--- src/sv/agap_ram.sv ---
// Generic single-port-write, single-port-read RAM with registered read data.
// No dependencies.
`timescale 1ns / 1ps

module agap_ram #(
   parameter int WIDTH = 8,
   parameter int DEPTH = 16,
   localparam int AW = $clog2(DEPTH)
) (
   input  logic             clock,
   input  logic             wr_en,
   input  logic [AW-1:0]    wr_addr,
   input  logic [WIDTH-1:0] wr_data,
   input  logic [AW-1:0]    rd_addr,
   output logic [WIDTH-1:0] rd_data
);

   logic [WIDTH-1:0] mem_ff [DEPTH];
   logic [WIDTH-1:0] rd_data_ff;

   always_ff @(posedge clock) begin
      if (wr_en) begin
         mem_ff[wr_addr] <= wr_data;
      end
      rd_data_ff <= mem_ff[rd_addr];
   end

   assign rd_data = rd_data_ff;

endmodule
--- config.mk ---
export PLATFORM = sky130hd
export DESIGN_NAME = agap_ram
export DESIGN_NICKNAME = d
export VERILOG_FILES = /design/src/sv/agap_ram.sv
export SDC_FILE = /design/constraint.sdc
export NUM_CORES = 1
export LEC_CHECK = 0
export BUFFER_PORTS_ARGS = -buffer_cell sky130_fd_sc_hd__buf_2
export CAP_MARGIN = 10
export CELL_PAD_IN_SITES_DETAIL_PLACEMENT = 1
export CELL_PAD_IN_SITES_GLOBAL_PLACEMENT = 2
export CORE_UTILIZATION = 48
export CTS_BUF_LIST = sky130_fd_sc_hd__clkbuf_4 sky130_fd_sc_hd__clkbuf_8 sky130_fd_sc_hd__clkbuf_16
export DETAILED_ROUTE_END_ITERATION = 12
export GPL_ROUTABILITY_DRIVEN = 0
export GPL_TIMING_DRIVEN = 0
export PLACE_DENSITY_LB_ADDON = 0.1
export SYNTH_ARGS = -nofsm -noshare
export SYNTH_HDL_FRONTEND = slang
export SYNTH_SLANG_ARGS = --single-unit
--- constraint.sdc ---
create_clock -name clock -period 2.8 [get_ports clock]
set_clock_uncertainty 0.1 [all_clocks]
set_input_delay 0.56 -clock clock [delete_from_list [all_inputs] [get_ports clock]]
set_output_delay 0.56 -clock clock [all_outputs]
set_load 0.01 [all_outputs]
# Word level (Yosys, flattened, before mapping)
# Memories as Yosys holds them, arrays and structs flattened. A register that Yosys moved wholly into a read port is not among the register bits.
# Cells that the tools add are included.
[word_totals]
out_inout_bits = 8
n_memories = 1
mem_bits_ro = 0
ff_bits = 0
latchBits = 0
mem_bits_rw = 128
inputBits = 18
elab_cells = 3
[op_classes]
div_mod_pow = 0
shift = 0
reduce_logical = 0
eq_ne = 0
bitwise = 0
muxes = 2
magnitude_cmp = 0
mul = 0
add_sub_neg = 0
[mem_list]
columns = ["memory", "depth", "word_bits", "read_ports", "rd_ports_with_merged_regs", "write_ports", "line", "text"]
rows = [
  ["mem_ff", 16, 8, 1, 1, 1, "18", "logic [WIDTH-1:0] mem_ff [DEPTH];"],
]
[ops]
columns = ["cell", "count"]
rows = [
  ["$mux 1", 2],
]

# Depth between registers and ports, before layout
[depth]
depth_word = 2
ltp_mapped = 5

# Least setup slack after synthesis
# OpenSTA, ideal clock, no wires.
[synth_timing]
path_kind = "in2reg"
start = "in wr_addr[2]"
end = "mem mem_ff[0][0] (enable)"
path_stages = 2
t_arrival_ps = 1670
path_buffers = 0
slack_ps = 647
cell_sequence = "or3b_2 -> nor3_1"
[synth_lines]
columns = ["element", "line", "text"]
rows = [
  ["start, declared", "12", "input logic [AW-1:0] wr_addr,"],
  ["end, declared", "18", ""],
]
# No word-level cell before the write port.

# Worst setup path in the final report
[layout_timing]
start = "in wr_addr[2]"
end = "mem mem_ff[0][3] (enable)"
# No word-level cell before the write port.

==> parameters.txt <==
Parameter                              Value

Floorplanning
  Die area    between 10,000 and 15,000 um^2
  Starting utilization of the core area    0.4964
  Number of primary I/O pins    26
  Total core area    roughly 10,000 um^2
  Row count    37
  Chip width    105.6 um
  DIE HEIGHT    about 110 um

CTS
  Hold buffers post-CTS    0
  Clock tree buffer depth    2
  Clock sink count    around 140
  CTS root buf    clkbuf_8
  Buffers inserted during post-CTS setup optimization    0
  CTS-repair resized insts    0
  Clock transition at the register clock pins on the worst setup and hold paths after CTS    ~0.06 ns
  TritonCTS clock tree    done
  Clock buffer count from CTS    17
  Later-pin clock latency in the skew report    0.52 ns
  Total number of H-tree levels    4

Global route
  Vias in the first global route    between 2,000 and 2,500
  Largest net degree at the start of global routing    17
  Number of antenna violations at the first check in global routing    0
  Overflow left after global routing    0
  Global-route wire length before repair    around 15 mm
  Overall global routing resource usage    0.2058

Route
  Detailed-route wire length per cell    roughly 24 um
  Met3 routed WL    ~440 um
  Router iterations before antenna repair    4
  Wirelength, routed    just over 10 mm
  Met2 wire len    approximately 5 mm
  Met1 Wirelength    ~5 mm
  Routed vias/inst    5.712
  Post-route DRC    0
  DRT iter0 DRCs    approximately 130
  Uppermost signal routing layer after detailed routing    met4
  Remaining antenna violation count    0
  Via count of the routed design    about 2,400

Placed design
  PortBufs    24
  Detail Placement HPWL    approximately 6.6 mm
  Instance area after placement    about 5500 um^2
  Dpl cells    roughly 390

Power and ir drop
  Sequential Power Share    0.502
  Fraction of power spent switching nets    0.1957
  Clock network power share    0.448
  Gate power share    0.049
  Worst vdd ir    0.0003927 V
  LEAKAGE    roughly 2.0 nW
  Cell internal pwr    between 0.003 and 0.004 W
  Power density over cell area    around 760 nW/um^2
  Switching Power    0.0008915 W

Finish
  Most common library cell in the layout ignoring fill and taps    edfxtp_1
  Final Cell Area    between 6000 and 7000 um^2
  Layout cells sized above 1    0.3056
  Most frequent cells in the layout    edfxtp_1, buf_2, mux4_2, a22oi_1, clkbuf_16
  Total Nets Final    a little under 300
  Post-route insts no fill    424
  Area added between synthesis and finish    16.80%
  Antenna diode count    0

Hold path
  Worst hold-check path type    in -> reg

Yosys
  Synth area leader    edfxtp_1
  Most common flop cell mapped by yosys    edfxtp_1
  Warnings, synthesis    0
  Avg Cell Area, Syn    between 20 and 25 um^2
  Cell types with the largest area share after synthesis    edfxtp_1, mux4_2, mux4_1
  Sequential-to-total area share from yosys stat    0.7778
  Combined area of all synthesized cells    roughly 5000 um^2
  Total nets after synthesis    approximately 250
  Area share of the largest cell type after synthesis    0.7467
  Async set-or-reset flop fraction in the synthesized netlist    0
  Synth Register Bits    136
  Number of cells produced by synthesis    between 200 and 250
  Number of synthesized flops with an enable pin    roughly 130
  Number of distinct library cell variants in the gate-level netlist after synthesis    19

Timing
  # setup viols final    0
  Final Max Tran Viols    0
  Endpoints failing hold    0
  Worst slew margin    0.2110
  Worst slack on hold paths    between 0.3 and 0.4 ns
  Setup repair after global routing missed its margin    false
  Share of the cycle needed by the critical path after routing    0.7463
  Post-layout minimum cycle time    roughly 2.1 ns
  Maximum clock rate    around 0.48 GHz
  Measured slew at the worst slew-check pin    about 1.2 ns

Worst setup path
  Worst setup SP type    primary input
  Required time at the worst-slack endpoint    slightly below 3 ns
  Kind of critical path    in -> reg
  Max FO, Critical Path    5
  Arrival time at the worst endpoint    ~2.2 ns
  CP Capture Type    register

Run status
  Result of the run    complete, no violations

Flow run
  Number of maximum-capacitance violations    0
==> final timing paths <==
check | from | endpoint | slack (ns) | cells after the start
setup reg to reg | mem_ff[6][3] | rd_data[3] | 1.30 | 3
hold / removal | wr_data[5] | mem_ff[8][5] | 0.35 | 1
setup / recovery | wr_addr[2] | mem_ff[0][3] | 0.71 | 4
hold reg to reg | mem_ff[11][2] | rd_data[2] | 0.60 | 3
==> power by group through the flow <==
| stage | Clock [W] | Combinational, W | Sequential, W |
|---|---|---|---|
| finish | 0.00204 | 0.000224 | 0.00229 |
| global route | 0.00215 | 0.000242 | 0.00229 |
| CTS | 0.00207 | 0.000227 | 0.00229 |
| detailed placement | 0 | 0.000227 | 0.00233 |
| global placement | 0 | 0.000221 | 0.00233 |
| floorplan | 0 | 0.000116 | 0.00233 |
==> cells in the mapped netlist (all sizes together) (2+ instances only) <==
| library cell | n |
|---|---|
| nor2 | 13 |
| nand2b | 2 |
| dfxtp | 8 |
| mux4 | 32 |
| nand2 | 9 |
| edfxtp | 128 |
| nor3 | 4 |
| nand3b | 2 |
| clkdlybuf4s25 | 3 |
| buf | 7 |
| a22oi | 16 |
==> cells by family (layout without fill, tap and decap cells) <==
logic type             count (synthesis)  count (layout)  synth area share
buffers and inverters                 10              69           0.01677
multiplexers                          32              32            0.1502
AO/OA/AOI/OAI                         16              16           0.02334
flip-flops                           136             136            0.7778
AND/OR/NAND/NOR                       35              35           0.03184
==> registers in the layout, summed over array words and instances (netlist names) <==
register  flops
rd_data       8
mem_ff      128
==> stage by stage <==
step | setup TNS (ns) | worst slack [ns] | util | power (W)
after detailed placement | 0 | 0.1465 | 0.5258 | 0.002557
after floorplan | 0 | 0.6471 | - | 0.002450
final | 0 | 0.7103 | 0.5798 | 0.004556
after global routing | 0 | 0.6095 | 0.5798 | 0.004684
after global placement | -0.2961 | -0.03736 | 0.5244 | 0.002548
after CTS | 0 | 0.6997 | 0.5790 | 0.004587
==> cell type report <==
class / count / area (um^2)
fill: 912 / 4358
sequential: 136 / 4004
multi-input combinational: 83 / 1057
clock buffer: 27 / 501.7
tap: 136 / 170.2
timing repair buffer: 27 / 142.6
buffer: 10 / 86.33
clock inverter: 5 / 50.05
==> critical path, cell delays in order <==
cell	delay, ns
buf_2	0.11
or3b_2	0.52
nor3_1	0.74
buf_4	0.28
==> routing by layer <==
| layer | GRT usage | up-vias |
|---|---|---|
| li1 | - | 1067 |
| met1 | 0.2949 | 1277 |
| met2 | 0.3073 | 69 |
| met3 | 0.05690 | 9 |
| met4 | 0.07143 | 0 |
| met5 | 0 | - |
No activity file was read; power rests on OpenSTA's default activity.
